<file path="src/rtl/assert_macros.svh">
// ----------------------------------------------------------------------------
// assert_macros.svh
// concurrent assertion helpers, compiled out when ASSERT_OFF is set
// ----------------------------------------------------------------------------
`ifndef ASSERT_MACROS_SVH
`define ASSERT_MACROS_SVH

`ifndef ASSERT_OFF

// checked on every rising edge, skipped while reset is asserted
`define ASSERT_RST(lbl, clk, rst_n, prop, msg) \
  lbl: assert property (@(posedge clk) disable iff (!rst_n) prop) else $error(msg);

// checked on every rising edge, reset included
`define ASSERT_NORST(lbl, clk, prop, msg) \
  lbl: assert property (@(posedge clk) prop) else $error(msg);

`else

`define ASSERT_RST(lbl, clk, rst_n, prop, msg)
`define ASSERT_NORST(lbl, clk, prop, msg)

`endif

`endif

</file>
<file path="src/rtl/tqls_pkg.sv">
// ----------------------------------------------------------------------------
// tqls_pkg
// shared widths, reset values, register codes and helpers for the q step
// ----------------------------------------------------------------------------
package tqls_pkg;

  // field widths
  localparam int STATE_W  = 8;
  localparam int VALUE_W  = 32;
  localparam int EDRAW_W  = 16;
  localparam int ADRAW_W  = 32;
  localparam int ACT_W    = 4;
  localparam int SCNT_W   = 9;
  localparam int ACNT_W   = 5;
  localparam int RATE_W   = 17;
  localparam int CFG_IDX_W = 3;

  // default table geometry
  localparam int MAX_STATES_DEF  = 256;
  localparam int MAX_ACTIONS_DEF = 16;

  // register indexes
  localparam logic [CFG_IDX_W-1:0] CFG_STATE_COUNT  = 3'd0;
  localparam logic [CFG_IDX_W-1:0] CFG_ACTION_COUNT = 3'd1;
  localparam logic [CFG_IDX_W-1:0] CFG_EXPLORE_RATE = 3'd2;
  localparam logic [CFG_IDX_W-1:0] CFG_LEARN_RATE   = 3'd3;
  localparam logic [CFG_IDX_W-1:0] CFG_DISCOUNT     = 3'd4;

  // register reset values
  localparam logic [SCNT_W-1:0] STATE_COUNT_RST  = 9'd256;
  localparam logic [ACNT_W-1:0] ACTION_COUNT_RST = 5'd16;
  localparam logic [RATE_W-1:0] EXPLORE_RATE_RST = 17'd6554;
  localparam logic [RATE_W-1:0] LEARN_RATE_RST   = 17'd6554;
  localparam logic [RATE_W-1:0] DISCOUNT_RST     = 17'd58982;

  // 1.0 in q1.16
  localparam logic [RATE_W-1:0] ONE_Q16 = 17'h10000;

  // dividend bits consumed per cycle in the modulo unit
  localparam int MOD_STEP = 2;

  // operands of the value update
  typedef struct packed {
    logic signed [VALUE_W-1:0] reward;
    logic signed [VALUE_W-1:0] q;
    logic signed [VALUE_W-1:0] maxnext;
    logic        [RATE_W-1:0]  discount;
    logic        [RATE_W-1:0]  learn_rate;
  } upd_opnd_t;

  function automatic logic [RATE_W-1:0] clamp_rate(input logic [RATE_W-1:0] r);
    return (r > ONE_Q16) ? ONE_Q16 : r;
  endfunction

endpackage

</file>
<file path="src/rtl/tqls_update.sv">
// ----------------------------------------------------------------------------
// tqls_update
// six-stage value update: q + round(alpha * (r + round(gamma * max) - q))
// ----------------------------------------------------------------------------
module tqls_update (
  input  logic                              clk_i,
  input  logic                              rst_ni,
  input  logic                              start_i,
  input  tqls_pkg::upd_opnd_t               opnd_i,
  output logic                              done_o,
  output logic signed [tqls_pkg::VALUE_W-1:0] value_o
);

  localparam int STAGES = 6;
  localparam int RW     = tqls_pkg::RATE_W;
  localparam int VW     = tqls_pkg::VALUE_W;
  localparam int P1_W   = RW + 1 + VW;
  localparam int G_W    = P1_W - 16;
  localparam int D_W    = VW + 4;
  localparam int P2_W   = RW + 1 + D_W;
  localparam int R_W    = P2_W - 16;
  localparam int NV_W   = R_W + 1;

  localparam logic signed [P1_W-1:0] HALF1   = P1_W'(32768);
  localparam logic signed [P2_W-1:0] HALF2   = P2_W'(32768);
  localparam logic signed [NV_W-1:0] SAT_MAX = NV_W'(64'sh7fffffff);
  localparam logic signed [NV_W-1:0] SAT_MIN = NV_W'(-64'sh80000000);

  logic [STAGES-1:0] vld_q;

  logic [RW-1:0] disc_c, alpha_c;
  logic signed [P1_W-1:0] p1_d, p1_q;
  logic signed [G_W-1:0]  g_d, g_q;
  logic signed [D_W-1:0]  d_d, d_q;
  logic signed [P2_W-1:0] p2_d, p2_q;
  logic signed [R_W-1:0]  r_d, r_q;
  logic signed [NV_W-1:0] nv;
  logic signed [VW-1:0]   value_d, value_q;

  assign disc_c  = tqls_pkg::clamp_rate(opnd_i.discount);
  assign alpha_c = tqls_pkg::clamp_rate(opnd_i.learn_rate);

  always_comb begin
    p1_d = $signed({1'b0, disc_c}) * $signed(opnd_i.maxnext);
    // round to nearest, ties up: floor(x / 2^16 + 0.5)
    g_d  = G_W'((p1_q + HALF1) >>> 16);
    d_d  = D_W'($signed(opnd_i.reward)) + D_W'(g_q) - D_W'($signed(opnd_i.q));
    p2_d = $signed({1'b0, alpha_c}) * d_q;
    r_d  = R_W'((p2_q + HALF2) >>> 16);
    nv   = NV_W'($signed(opnd_i.q)) + NV_W'(r_q);
    if (nv > SAT_MAX) begin
      value_d = VW'(SAT_MAX);
    end else if (nv < SAT_MIN) begin
      value_d = VW'(SAT_MIN);
    end else begin
      value_d = VW'(nv);
    end
  end

  always_ff @(posedge clk_i or negedge rst_ni) begin
    if (!rst_ni) begin
      vld_q <= '0;
    end else begin
      vld_q <= {vld_q[STAGES-2:0], start_i};
    end
  end

  always_ff @(posedge clk_i) begin
    if (start_i) begin
      p1_q <= p1_d;
    end
    if (vld_q[0]) begin
      g_q <= g_d;
    end
    if (vld_q[1]) begin
      d_q <= d_d;
    end
    if (vld_q[2]) begin
      p2_q <= p2_d;
    end
    if (vld_q[3]) begin
      r_q <= r_d;
    end
    if (vld_q[4]) begin
      value_q <= value_d;
    end
  end

  assign done_o  = vld_q[STAGES-1];
  assign value_o = value_q;

endmodule

</file>
<file path="config.mk">
export PLATFORM = sky130hd
export DESIGN_NAME = tqls_update
export DESIGN_NICKNAME = d
export VERILOG_FILES = /design/src/rtl/assert_macros.svh /design/src/rtl/tqls_pkg.sv /design/src/rtl/tqls_update.sv
export SDC_FILE = /design/constraint.sdc
export NUM_CORES = 2
export LEC_CHECK = 0
export CORE_MARGIN = 5
export CORE_UTILIZATION = 45
export CTS_CLUSTER_DIAMETER = 30
export DETAILED_ROUTE_END_ITERATION = 6
export DONT_BUFFER_PORTS = 1
export MAX_ROUTING_LAYER = met4
export SYNTH_ARGS = -nofsm -noshare
export SYNTH_HDL_FRONTEND = slang
export SYNTH_SLANG_ARGS = --single-unit
</file>
<file path="constraint.sdc">
create_clock -name clk_i -period 6.2 [get_ports clk_i]
set_input_delay 1.24 -clock clk_i [delete_from_list [all_inputs] [get_ports clk_i]]
set_output_delay 1.24 -clock clk_i [all_outputs]
set_load 0.05 [all_outputs]
</file>
## After elaboration in Yosys (flattened, before gate mapping)

Index checks and enable logic that the tools add are counted.

- Bits in registers: 250
- Input bits: 133
- Output and inout bits: 33
- Word-level logic and storage cells: 21

- Add/sub/neg operators: 5
- $mul: 2
- $lt $le $gt $ge: 4
- Multiplexer cells: 3

Operators by type and width:

| kind | number |
|---|---|
| $add A54 B17 Y54 const B | 1 |
| $mul A18 B36 Y54 | 1 |
| $add A50 B17 Y50 const B | 1 |
| $mul A18 B32 Y50 | 1 |
| $add A32 B38 Y39 | 1 |
| $gt A39 B32 Y1 const B | 1 |
| $lt A39 B32 Y1 const B | 1 |
| $sub A35 B32 Y36 | 1 |
| $add A32 B34 Y35 | 1 |
| $gt A17 B17 Y1 const B | 2 |
| $mux W17 | 2 |
| $mux W32 | 1 |

## Logic depth before layout (Yosys ltp)

- Word-level depth: 3
- Depth in mapped cells: 29
- Gate-level depth less buffers: 28

## Worst setup path before layout

OpenSTA, ideal clock, no wires.

- Path kind: in2reg
- Start point: input port opnd_i[3] in the netlist's numbering
- End point: register p2_q[48] (data pin)
- Library setup time: 0.265 ns
- Arrival: 8.260 ns
- Required time: 5.935 ns
- Slack: -2.325 ns
- Stages: 29
- Path buffers: 2
- Cells stage by stage: nor4_1 a41oi_1 nor2b_1 clkbuf_1 clkbuf_1 nand2_1 fa_1 inv_1 fa_1 inv_1 fa_1 inv_1 fa_1 fa_1 inv_1 fa_1 inv_1 ha_1 and3_1 a311oi_1 o21ai_0 or3_1 o21a_1 a22oi_1 o21bai_1 a21bo_2 a21boi_0 o21ai_0 xor2_1

- Cells in the longest elaborated chain, start to end: 3

RTL lines:

| element | RTL line | text |
|---|---|---|
| start, declared | tqls_update.sv:9 | `input tqls_pkg::upd_opnd_t opnd_i,` |
| $gt A17 B17 Y1 | tqls_pkg.sv:52 | `return (r > ONE_Q16) ? ONE_Q16 : r;` |
| $mux W17 (*) | tqls_pkg.sv:52 |  |
| $mul A18 B36 Y54 (*) | tqls_update.sv:48 | `p2_d = $signed({1'b0, alpha_c}) * d_q;` |
| via p2_d[48] | tqls_update.sv:35 | `logic signed [P2_W-1:0] p2_d, p2_q;` |
| end signal, assigned | tqls_update.sv:79 | `p2_q <= p2_d;` |
| end, declared | tqls_update.sv:35 |  |

The timed path passes the listed nets; every way through them passes the cells marked *.
A chain may end at the register's enable or synchronous reset.

## Final worst setup path

- Start point: input port opnd_i[0] in the netlist's numbering
- End point: register p2_q[47] (data pin)

Same word-level chain as after synthesis.

==> summary.txt <==
Status
  • Status: finished, violations left
  • Violated checks: negative setup slack

Critical path
  • Slowest cell on crit path: fa_1
  • Crit path max-delay family: adder cells
  • Levels on crit path: 27
  • Worst reg2reg endpoint: p2_q[46]$_DFFE_PP_
  • Most common cell on crit path: fa_1
  • End point of the critical path: p2_q[47]$_DFFE_PP_
  • Worst reg2reg path depth: 26
  • Startpoint Class: primary input
  • CP arrival: 7.95 ns
  • Worst-path fanout max: 7
  • Critical path buffer and inverter count: 7
  • CP required: 6.45 ns
  • Worst r2r src: d_q[5]$_DFFE_PP_
  • Slowest Stage Delay on Critical Path: just under 0.6 ns
  • Crit path from: opnd_i[0]
  • R2R Setup Slk: -0.50 ns
  • Crit. End Element: register
  • CP Class: in -> reg

Global route
  • Overall routing resource usage: 23.14%
  • Number of global-route vias before repair: 40660
  • Initial antenna violation count: 2
  • Gr ovfl total: 0
  • Largest net degree at the start of global routing: between 40 and 50
  • First-pass GRT wire length: 218600 um

Clock tree
  • Clk buf depth: 3
  • CTS Sinks: 220
  • Root Buffer: clkbuf_16
  • Clk_lat worst skew: 0.51 ns
  • CTS clk-pin slew, worst paths: 0.06 ns
  • Htree depth: 2
  • CTS tree: built
  • TritonCTS Buffers: 35

Floorplan
  • Die Span Y: 349.2 um
  • Initial core utilization: 45.28%
  • Die Wd: 349.2 um
  • # rows: about 120
  • Die ar.: 121900 um2
  • Total core area: 114300 um2
  • I/O pins: 166

Yosys
  • Top_reg_cell synth: edfxtp_1
  • Synthesized area per cell: 9.598 um2
  • Synthesis Warnings: 0
  • Ys async rst share: 2.727%
  • Mapped cell area: 51770 um2
  • Yosys cell types: 68
  • Synth Instances: 5394
  • Synth area leaders: fa_1, edfxtp_1, inv_1
  • Sequential cell area fraction in the yosys report: approximately an eighth
  • Post-Syn Nets: 6974
  • Most common cell in the netlist: inv_1
  • Post-synth top cells: inv_1, fa_1, and2_1
  • Synth top area share: 43.81%
  • Synthesis-stage register bit count: 220
  • Yosys top cell by area: fa_1
  • EDFF count, synth: 214

Routing
  • DRC Markers: 0
  • Drt total wl: approximately 130000 um
  • Initial DRC Count: 1928
  • Drt pass-1 iters: 5
  • Routed vias/inst: 5.007
  • Final ANT Viol Nets: 0
  • Wirelength per Cell: 18.10 um
  • Via count: 36820

Timing
  • Final Cycle Share: 124.1%
  • Final Critical Period: about 7.7 ns
  • Worst Clk Skew: 0.01949 ns
  • Max Clk Rate: 0.1300 GHz
  • RSZ-0062 raised after global routing: true
  • Slew margin rel.: 49.82%
  • Setup TNS: -77.05 ns
  • Final Worst Setup Slack: -1.492 ns
  • Final Max Tran Viols: 0
  • Setup violators final: 74
  • Final Hold Fails: 0
  • Least-Margin Pin Slew: 0.7410 ns

Layout
  • Final Cell Area: 61160 um2
  • Fraction of layout cells with a size suffix above 1: between 10% and 20%
  • Area Growth Syn to Fin: 18.13%
  • Nets: 7393

Placement
  • HPWL after DPL: between 100000 and 150000 um
  • Placed cell areas: 57710 um2
  • Gp weighted congestion: 0.9018
  • IO buf count: 0

Min path
  • Worst hold path class: in -> async

Job
  • Max cap viols: 0
## placed cells by master (no fill, tap or decap), types with 36 or more instances in the layout
master,count
edfxtp_1,214
nor2_1,61
nand2_1,598
o21ai_2,43
and2_1,591
inv_1,1272
nand3_1,63
fa_1,1105
clkbuf_16,38
a21o_1,86
buf_4,461
buf_12,36
inv_2,37
xor2_1,59
xnor2_1,134
ha_1,282
a21oi_1,88
buf_6,71
## stage by stage
step / std cells / setup slack (ns) / hold WS (ns) / util (%)
CTS: 7333 / -1.441 / 0.3974 / 52.74
finish: 7354 / -1.492 / 0.4192 / 53.49
detailed placement: 7221 / -2.123 / 0.4621 / 50.47
global route: 7354 / -1.715 / 0.3894 / 53.49
global placement: 7221 / -1.948 / 0.4627 / 50.47
floorplan: 5394 / -1.584 / 0.5413 / -
## timing repair
item / in CTS / in global routing
resized for setup: 195 / 193
hold buffers: 0 / 0
setup endpoints to repair: 74 / 74
gates cloned: 6 / 2
setup buffers: 52 / 33
pin swaps: 85 / 142
## logic make-up after synthesis
| family | after synthesis | synth area share, % |
|---|---|---|
| simple gates | 1574 | 15.61 |
| buf+inv | 1509 | 11.04 |
| fa+ha+maj | 1447 | 51.40 |
| compound gates | 424 | 5.525 |
| flops | 220 | 12.70 |
| xor+xnor | 219 | 3.705 |
| mux | 1 | 0.02175 |
## worst min path at each step
| stage | start | endpoint | cells after the start |
|---|---|---|---|
| 2_1_floorplan | p2_q[33]$_DFFE_PP_ | r_q[17]$_DFFE_PP_ | 1 |
| 3_3_place_gp | vld_q[1]$_DFF_PN0_ | d_q[28]$_DFFE_PP_ | 0 |
| 3_5_place_dp | vld_q[1]$_DFF_PN0_ | d_q[28]$_DFFE_PP_ | 0 |
| 4_1_cts | rst_ni | vld_q[1]$_DFF_PN0_ | 0 |
| 5_1_grt | rst_ni | vld_q[1]$_DFF_PN0_ | 0 |
| 6_report | rst_ni | vld_q[1]$_DFF_PN0_ | 0 |
## flip-flops by register name (all words and copies together) (netlist names)
signal   cells
d_q         36
r_q         38
p1_q        35
value_o     32
g_q         34
vld_q        6
p2_q        39
## per-layer routing
metal	wire [um]	global-route usage, %	part of all wire (%)	vias up
met2	70050	41.47	53	773
li1	-	-	-	16960
met4	4743	6.603	3.6	0
met5	0	-	0	-
met3	5269	2.484	4.0	235
met1	53030	27.71	40	18860
## worst register-to-register path: stages (launching register included)
cell	delay [ns]
edfxtp_1	0.39
buf_4	0.19
buf_4	0.18
and2_1	0.16
fa_1	0.50
inv_1	0.05
fa_1	0.42
fa_2	0.41
inv_2	0.06
fa_1	0.45
fa_2	0.65
inv_2	0.05
fa_1	0.53
inv_2	0.05
ha_4	0.28
and4_1	0.17
nand4_1	0.13
o41ai_2	0.32
or3_4	0.21
o21a_4	0.14
a22oi_2	0.09
o211ai_1	0.40
buf_4	0.21
nand2_2	0.06
o21ai_2	0.18
a21oi_2	0.08
xnor2_1	0.12
## area by class of cell
cell class              instances  area [um2]
diodes                          3       7.507
clock buffers                  39       933.4
clock inverters                24       287.8
fillers                     10340       53190
inverters                    1309        4913
multi-input cells            3666       41340
flip-flops and latches        220        6576
well taps                    1512        1892
repair buffers                581        5206
Power is not shown: default switching activity piles up to over one toggle a cycle in this logic, so the estimate is an artifact.
