File: src/rtl/assert_macros.svh
// ----------------------------------------------------------------------------
// assert_macros.svh
// concurrent assertion helpers, compiled out when ASSERT_OFF is set
// ----------------------------------------------------------------------------
`ifndef ASSERT_MACROS_SVH
`define ASSERT_MACROS_SVH

`ifndef ASSERT_OFF

// checked on every rising edge, skipped while reset is asserted
`define ASSERT_RST(lbl, clk, rst_n, prop, msg) \
  lbl: assert property (@(posedge clk) disable iff (!rst_n) prop) else $error(msg);

// checked on every rising edge, reset included
`define ASSERT_NORST(lbl, clk, prop, msg) \
  lbl: assert property (@(posedge clk) prop) else $error(msg);

`else

`define ASSERT_RST(lbl, clk, rst_n, prop, msg)
`define ASSERT_NORST(lbl, clk, prop, msg)

`endif

`endif

File: src/rtl/tqls_pkg.sv
// ----------------------------------------------------------------------------
// tqls_pkg
// shared widths, reset values, register codes and helpers for the q step
// ----------------------------------------------------------------------------
package tqls_pkg;

  // field widths
  localparam int STATE_W  = 8;
  localparam int VALUE_W  = 32;
  localparam int EDRAW_W  = 16;
  localparam int ADRAW_W  = 32;
  localparam int ACT_W    = 4;
  localparam int SCNT_W   = 9;
  localparam int ACNT_W   = 5;
  localparam int RATE_W   = 17;
  localparam int CFG_IDX_W = 3;

  // default table geometry
  localparam int MAX_STATES_DEF  = 256;
  localparam int MAX_ACTIONS_DEF = 16;

  // register indexes
  localparam logic [CFG_IDX_W-1:0] CFG_STATE_COUNT  = 3'd0;
  localparam logic [CFG_IDX_W-1:0] CFG_ACTION_COUNT = 3'd1;
  localparam logic [CFG_IDX_W-1:0] CFG_EXPLORE_RATE = 3'd2;
  localparam logic [CFG_IDX_W-1:0] CFG_LEARN_RATE   = 3'd3;
  localparam logic [CFG_IDX_W-1:0] CFG_DISCOUNT     = 3'd4;

  // register reset values
  localparam logic [SCNT_W-1:0] STATE_COUNT_RST  = 9'd256;
  localparam logic [ACNT_W-1:0] ACTION_COUNT_RST = 5'd16;
  localparam logic [RATE_W-1:0] EXPLORE_RATE_RST = 17'd6554;
  localparam logic [RATE_W-1:0] LEARN_RATE_RST   = 17'd6554;
  localparam logic [RATE_W-1:0] DISCOUNT_RST     = 17'd58982;

  // 1.0 in q1.16
  localparam logic [RATE_W-1:0] ONE_Q16 = 17'h10000;

  // dividend bits consumed per cycle in the modulo unit
  localparam int MOD_STEP = 2;

  // operands of the value update
  typedef struct packed {
    logic signed [VALUE_W-1:0] reward;
    logic signed [VALUE_W-1:0] q;
    logic signed [VALUE_W-1:0] maxnext;
    logic        [RATE_W-1:0]  discount;
    logic        [RATE_W-1:0]  learn_rate;
  } upd_opnd_t;

  function automatic logic [RATE_W-1:0] clamp_rate(input logic [RATE_W-1:0] r);
    return (r > ONE_Q16) ? ONE_Q16 : r;
  endfunction

endpackage

File: src/rtl/tqls_mod.sv
// ----------------------------------------------------------------------------
// tqls_mod
// iterative remainder of a 32-bit word by a small divisor, restoring form
// ----------------------------------------------------------------------------
module tqls_mod (
  input  logic                        clk_i,
  input  logic                        rst_ni,
  input  logic                        start_i,
  input  logic [tqls_pkg::ADRAW_W-1:0] dividend_i,
  input  logic [tqls_pkg::ACNT_W-1:0]  divisor_i,
  output logic                        busy_o,
  output logic [tqls_pkg::ACNT_W-1:0]  rem_o
);

  localparam int DW     = tqls_pkg::ADRAW_W;
  localparam int NW     = tqls_pkg::ACNT_W;
  localparam int STEP   = tqls_pkg::MOD_STEP;
  localparam int CYCLES = DW / STEP;
  localparam int CNT_W  = $clog2(CYCLES + 1);

  logic             busy_q;
  logic [CNT_W-1:0] cnt_q;
  logic [DW-1:0]    dvd_q, dvd_c;
  logic [NW-1:0]    rem_q, rem_c;
  logic [NW-1:0]    div_q;
  logic [NW:0]      trial;

  // STEP restoring steps on narrow values
  always_comb begin
    rem_c = rem_q;
    dvd_c = dvd_q;
    trial = '0;
    for (int k = 0; k < STEP; k++) begin
      trial = {rem_c, dvd_c[DW-1]};
      dvd_c = {dvd_c[DW-2:0], 1'b0};
      if (trial >= {1'b0, div_q}) begin
        trial = trial - {1'b0, div_q};
      end
      rem_c = trial[NW-1:0];
    end
  end

  always_ff @(posedge clk_i or negedge rst_ni) begin
    if (!rst_ni) begin
      busy_q <= 1'b0;
      cnt_q  <= '0;
    end else if (start_i) begin
      busy_q <= 1'b1;
      cnt_q  <= CNT_W'(CYCLES);
    end else if (busy_q) begin
      cnt_q <= cnt_q - CNT_W'(1);
      if (cnt_q == CNT_W'(1)) begin
        busy_q <= 1'b0;
      end
    end
  end

  always_ff @(posedge clk_i) begin
    if (start_i) begin
      dvd_q <= dividend_i;
      rem_q <= '0;
      div_q <= divisor_i;
    end else if (busy_q) begin
      dvd_q <= dvd_c;
      rem_q <= rem_c;
    end
  end

  assign busy_o = busy_q;
  assign rem_o  = rem_q;

endmodule

File: config.mk
export PLATFORM = sky130hd
export DESIGN_NAME = tqls_mod
export DESIGN_NICKNAME = d
export VERILOG_FILES = /design/src/rtl/assert_macros.svh /design/src/rtl/tqls_pkg.sv /design/src/rtl/tqls_mod.sv
export SDC_FILE = /design/constraint.sdc
export NUM_CORES = 1
export LEC_CHECK = 0
export ABC_AREA = 1
export BUFFER_PORTS_ARGS = -buffer_cell sky130_fd_sc_hd__buf_2
export CORE_ASPECT_RATIO = 2
export CORE_MARGIN = 1.5
export CORE_UTILIZATION = 40
export DETAILED_ROUTE_END_ITERATION = 8
export HOLD_SLACK_MARGIN = 0.06
export SETUP_SLACK_MARGIN = 0.1
export SYNTH_ARGS = -nofsm -noshare
export SYNTH_HDL_FRONTEND = slang
export SYNTH_SLANG_ARGS = --single-unit
File: constraint.sdc
create_clock -name clk_i -period 4 [get_ports clk_i]
set_clock_uncertainty 0.15 [all_clocks]
set_input_delay 0.8 -clock clk_i [delete_from_list [all_inputs] [get_ports clk_i]]
set_output_delay 0.8 -clock clk_i [all_outputs]
set_load 0.05 [all_outputs]
After elaboration in Yosys (flattened, before gate mapping)
Index checks and enable logic that the tools add are counted.
Storage, ports and cells
  register bits after elaboration: 48
  bits in latches: 0
  RAM bits: 0
  ROM bits: 0
  bits of input ports: 40
  output and inout port bits: 6
  word-level logic and storage cells: 21
  memories: 0
Operators by class
  add/sub/neg operators: 3
  multiply operators: 0
  divide/modulo/power cells: 0
  order comparisons: 2
  eq/ne operators: 1
  shift operators: 0
  muxes and demuxes: 9
  bitwise gates (word level): 0
  reduce and logical (&&, ||, !) cells: 1
Operators by type and width (count)
  two-way mux 32 bit: 2
  two-way mux 5 bit: 4
  greater-or-equal comparator 6 x 5 -> 1 bit: 2
  subtractor 5 bit: 2
  == test 5 x 1 -> 1 bit, second input constant: 1
  subtractor 5 x 1 -> 5 bit, second input constant: 1
  two-way mux 1 bit: 3
  nonzero test 2 bit: 1

Longest topological paths before layout
  depth in word-level cells: 4
  depth in mapped cells: 23

Worst setup path after synthesis
Ideal clock, no wire load.
  path kind: register to register
  start point: reg rem_q[3] (netlist: rem_o[3])
  end point: reg rem_q[4] (netlist: rem_o[4])
  setup time: 0.114 ns
  arrival: 2.784 ns
  required time: 3.736 ns
  slack: 0.952 ns
  stages on the path, launching flop included: 18
  buffers on the path: 0
  clock period less this slack: 3.048 ns
  path through: dfxtp_1 -> ha_1 -> inv_2 -> nor2_4 -> nand3_2 -> nand3_2 -> o21ai_0 -> inv_1 -> fa_1 -> inv_1 -> nand2_1 -> nand3_1 -> and2b_1 -> nand2_1 -> nor2_4 -> nand2_1 -> nand3_1 -> nand2_1
Between the ends
  word-level cells in the longest chain between the ends: 4
RTL lines
  start, declared: line tqls_mod.sv:24  | logic [NW-1:0] rem_q, rem_c;
  start signal, assigned: line tqls_mod.sv:65  | rem_q <= rem_c;
  greater-or-equal comparator 6 x 5 -> 1 bit or subtractor 5 bit (tied branches): line tqls_mod.sv:36, tqls_mod.sv:37
  two-way mux 5 bit (*): line tqls_mod.sv:36  | if (trial >= {1'b0, div_q}) begin
  subtractor 5 bit or greater-or-equal comparator 6 x 5 -> 1 bit (tied branches): line tqls_mod.sv:37, tqls_mod.sv:36
  two-way mux 5 bit (*): line tqls_mod.sv:36
Mark *: on every way between the ends. The rest lies on a longest branch, timed or not.
A chain may end at the register's enable or synchronous reset.

Final worst setup path
  start point: reg dvd_q[31]
  end point: reg rem_q[4] (netlist: rem_o[4])
Between the ends
  word-level cells in the longest chain between the ends: 4
RTL lines
  start, declared: line tqls_mod.sv:23  | logic [DW-1:0] dvd_q, dvd_c;
  start signal, assigned: line tqls_mod.sv:60  | dvd_q <= dividend_i;
  start signal, assigned: line tqls_mod.sv:64  | dvd_q <= dvd_c;
  subtractor 5 bit or greater-or-equal comparator 6 x 5 -> 1 bit (tied branches): line tqls_mod.sv:37, tqls_mod.sv:36
  two-way mux 5 bit (*): line tqls_mod.sv:36
  subtractor 5 bit or greater-or-equal comparator 6 x 5 -> 1 bit (tied branches): line tqls_mod.sv:37, tqls_mod.sv:36
  two-way mux 5 bit (*): line tqls_mod.sv:36
Marks and branches as above.

==> results.txt <==
----------------------------------------------------
[Global route]
  Maximum number of pins on one net before global-route repair ... 40
  First-pass GRT wire length ... roughly 9000 um
  Tot GR Track Use ... 17.3%
  Antenna violations before repair ... 0
  Remaining Overflow, GRT ... 0
  Number of global-route vias before repair ... 1,987

[Detailed routing]
  Remaining DRCs ... 0
  Vias per inst ... ~4.7
  Routed len/inst ... 12.4 um
  Antenna viol nets, final ... 0
  Routed wire length ... 5380 um
  Pre-antenna DRT Iters ... 5
  DRT iter0 DRCs ... 37
  Overall via count from detail_route ... around 2,000

[Yosys]
  Dominant cells by area after synthesis ... sky130_fd_sc_hd__edfxtp_1 43%, sky130_fd_sc_hd__nand2_1 20%, sky130_fd_sc_hd__dfrtp_1 5.8%
  Synthesis Warnings ... 0
  Register area share after synthesis ... 52.6%
  Mapped Cells ... roughly 300
  Cell variety after synth ... 27
  Post-synthesis net count ... between 300 and 400
  Combined area of all synthesized cells ... 2590 um^2
  Largest area contributor in the synthesized netlist ... sky130_fd_sc_hd__edfxtp_1
  #FFs+latches synth ... 48
  Number of enable-type register cells in the synthesized netlist ... 37
  Per-instance average area after synthesis ... 8.66 um^2
  Most common flop cell mapped by yosys ... sky130_fd_sc_hd__edfxtp_1
  Fraction of synthesized cell area taken by the top area cell type ... between 40 and 50%
  FFs w/ async S/R, synth ... 12.5%

[Cells and area]
  Synth-to-layout area growth ... 18.0%
  Footprint of the flip-flops and latches ... 1360 um^2
  Diode count ... 0
  Layout cell share with drive strength beyond 1 ... 20.7%
  Non-Filler Cell Area, Final ... 3060 um^2
  Number of fill cells ... 645
  Number of non-filler instances in the completed layout ... 434
  Net count, final ... 401
  Area taken by multi-input logic gates ... 1070 um^2

[Setup path]
  Chain of cells forming the critical path ... inv_1 -> ha_1 -> inv_1 -> fa_1 -> inv_1 -> nand2_1 -> nand3_2 -> nand3_2 -> o21ai_0 -> inv_1 -> fa_1 -> inv_1 -> nand2_1 -> nand3_1 -> and2b_1 -> nand2_1 -> nor2_4 -> nand2_1 -> nand3_1 -> nand2_1
  Startpoint kind of the worst setup timing path ... flip-flop
  Critical path arrival ... 3350 ps
  Crit path capture type ... flip-flop
  Worst Path Class, Setup ... reg -> reg
  Data required time at the worst endpoint ... 4040 ps
  Maximum cell stage delay along the critical path ... approximately 460 ps
  R2R Path Start ... dvd_q[31]$_DFFE_PP_
  End of the worst register-to-register path ... rem_o[4]$_SDFFE_PP0P_
  Cell type of the slowest stage on the worst timing path ... sky130_fd_sc_hd__fa_1
  Critical Path Fanout Max ... 6
  Number of cells traversed by the worst register-to-register path ... 20
  Register-to-register path setup slack ... 690 ps

[Pwr]
  Worst IR drop on VDD ... 0.330 mV
  Post-route total power ... 2.04 mW
  Leakage dissipation ... around 1.6 nW
  Pwr dens ... 667 nW/um^2

[Floorplan]
  Starting density of the core ... 41.4%
  I/O pins ... 46
  Die Ht ... 117 um
  Standard-cell row count ... 41
  Placeable Area ... 6260 um^2
  Width of the chip ... 59.9 um
  Area of the die ... 7000 um^2

[Placed design]
  Cell count after placement ... 426
  Instance area after placement ... 2920 um^2
  Total of buffers placed on input and output ports ... 45
  HPWL after detailed placement ... 4190 um
  Final RePlAce weighted congestion ... 0.870

[Timing]
  Slew at the pin closest to its max-slew limit ... 811 ps
  Share of the clock period used by the worst path ... 82.8%
  Final-report max-slew violation count ... 0
  Fin Setup TNS ... 0 ps
  Minimum clock period ... 3310 ps
  Relative max-transition margin ... 45.9%
  Final count of hold timing violations ... 0
  Max Clk Rate ... 0.302 GHz
  Setup repair after global routing missed its margin ... false
  Final count of negative-setup-slack endpoints ... 0
  Worst hold slack ... 173 ps

[Clock network]
  CTS Buffer Depth ... 2
  Hold buffer count at CTS ... 0
  Post-CTS Setup Inserts ... 0
  TritonCTS clock tree ... done
  Clock slew at the register clock pins of the worst setup and hold paths ... 70 ps
  Clock insertion delay at the later pin of the skew report ... 290 ps
  H-tree depth reported by CTS ... 2
  Count of cells resized by post-cts repair ... 0
  Num CTS Buffers ... 5
  Clock sink total ... 48
  Root buffer selected by CTS ... sky130_fd_sc_hd__clkbuf_16

[Outcome]
  Result of the run ... complete, no violations

[Worst hold path]
  Min-delay worst type ... in -> async

[Run]
  Max-capacitance violation count ... 0

----------------------------------------------------
-- stage by stage --
step                utilization, %  setup slack [ps]
floorplan                        -               952
global placement              46.6               816
detailed placement            46.6               709
CTS                           48.8               691
global route                  48.8               400
finish                        48.8               687
-- cells in the final DEF, fill, tap and decap left out --
cell	instances
sky130_fd_sc_hd__nand2_1	141
sky130_fd_sc_hd__buf_2	45
sky130_fd_sc_hd__edfxtp_1	37
sky130_fd_sc_hd__inv_1	30
sky130_fd_sc_hd__nand3_1	14
sky130_fd_sc_hd__ha_1	12
sky130_fd_sc_hd__a21oi_1	7
sky130_fd_sc_hd__dfrtp_1	6
sky130_fd_sc_hd__nor2_4	5
sky130_fd_sc_hd__nand2_2	5
sky130_fd_sc_hd__o21ai_0	5
sky130_fd_sc_hd__clkbuf_16	5
sky130_fd_sc_hd__dfxtp_1	5
sky130_fd_sc_hd__nor2_1	4
sky130_fd_sc_hd__inv_2	3
sky130_fd_sc_hd__nand3_2	3
sky130_fd_sc_hd__xnor2_1	3
sky130_fd_sc_hd__buf_4	3
sky130_fd_sc_hd__o21ai_1	2
sky130_fd_sc_hd__fa_1	2
sky130_fd_sc_hd__clkbuf_1	2
sky130_fd_sc_hd__nor2_2	1
sky130_fd_sc_hd__nand3b_1	1
sky130_fd_sc_hd__clkinv_1	1
sky130_fd_sc_hd__o22ai_1	1
sky130_fd_sc_hd__nand4_2	1
sky130_fd_sc_hd__and2b_1	1
sky130_fd_sc_hd__nand4_1	1
sky130_fd_sc_hd__xor2_1	1
sky130_fd_sc_hd__clkinv_2	1
-- cell families after synthesis --
group	after synthesis	share of synthesized area, %
flops	48	52.6
simple gates	177	29.8
fa+ha+maj	14	7.34
xor+xnor	4	1.35
buf+inv	41	5.99
compound gates	15	2.95
-- Yosys cell counts (all sizes together), types with 2 or more instances --
master	instances
inv	33
xnor2	3
dfrtp	6
nand2	146
nand4	2
ha	12
nor2	10
nand3	17
fa	2
clkbuf	6
dfxtp	5
a21oi	7
o21ai	7
edfxtp	37
-- where the power goes --
group	leakage (nW)	internal (mW)	switching (mW)	total, mW
Clock	0.0679	0.231	0.171	0.402
Combinational	0.978	0.341	0.615	0.956
Sequential	0.514	0.624	0.0551	0.679
-- worst max-delay path by stage --
| stage | start | to | cells after the start |
|---|---|---|---|
| 3_5_place_dp | dvd_q[31]$_DFFE_PP_ | rem_o[4]$_SDFFE_PP0P_ | 20 |
| 3_3_place_gp | dvd_q[31]$_DFFE_PP_ | rem_o[4]$_SDFFE_PP0P_ | 23 |
| 5_1_grt | dvd_q[31]$_DFFE_PP_ | rem_o[4]$_SDFFE_PP0P_ | 20 |
| 4_1_cts | dvd_q[31]$_DFFE_PP_ | rem_o[4]$_SDFFE_PP0P_ | 20 |
| 2_1_floorplan | rem_o[3]$_SDFFE_PP0P_ | rem_o[4]$_SDFFE_PP0P_ | 17 |
| 6_report | dvd_q[31]$_DFFE_PP_ | rem_o[4]$_SDFFE_PP0P_ | 20 |
-- critical path: cells and delay by family (launching register included) --
family | cells | cell delay (ps)
compound gates | 1 | 290
buf+inv | 5 | 410
fa+ha+maj | 3 | 1020
flops | 1 | 380
simple gates | 11 | 980
-- cell type report --
class                      instances  area share (%)
sequential                        48            44.6
multi-input combinational        210            35.1
timing repair buffer              48            8.11
clock buffer                       7            4.34
inverter                          34            4.18
tap                               86            3.52
clock inverter                     1           0.164
-- registers in the layout (all words and copies together) (netlist names) --
| name | flops |
|---|---|
| rem_o | 5 |
| cnt_q | 5 |
| div_q | 5 |
| dvd_q | 32 |
| busy_o | 1 |
-- metal layers --
metal  up-vias  GRT usage, %  part of all wire (%)
li1       1041             -                     -
met1       930          18.5                    37
met2        53          32.0                    57
met3        14          1.87                   3.2
met4         0          8.59                   3.3
met5         -             0                     0
Power figures use the tool's default switching activity.
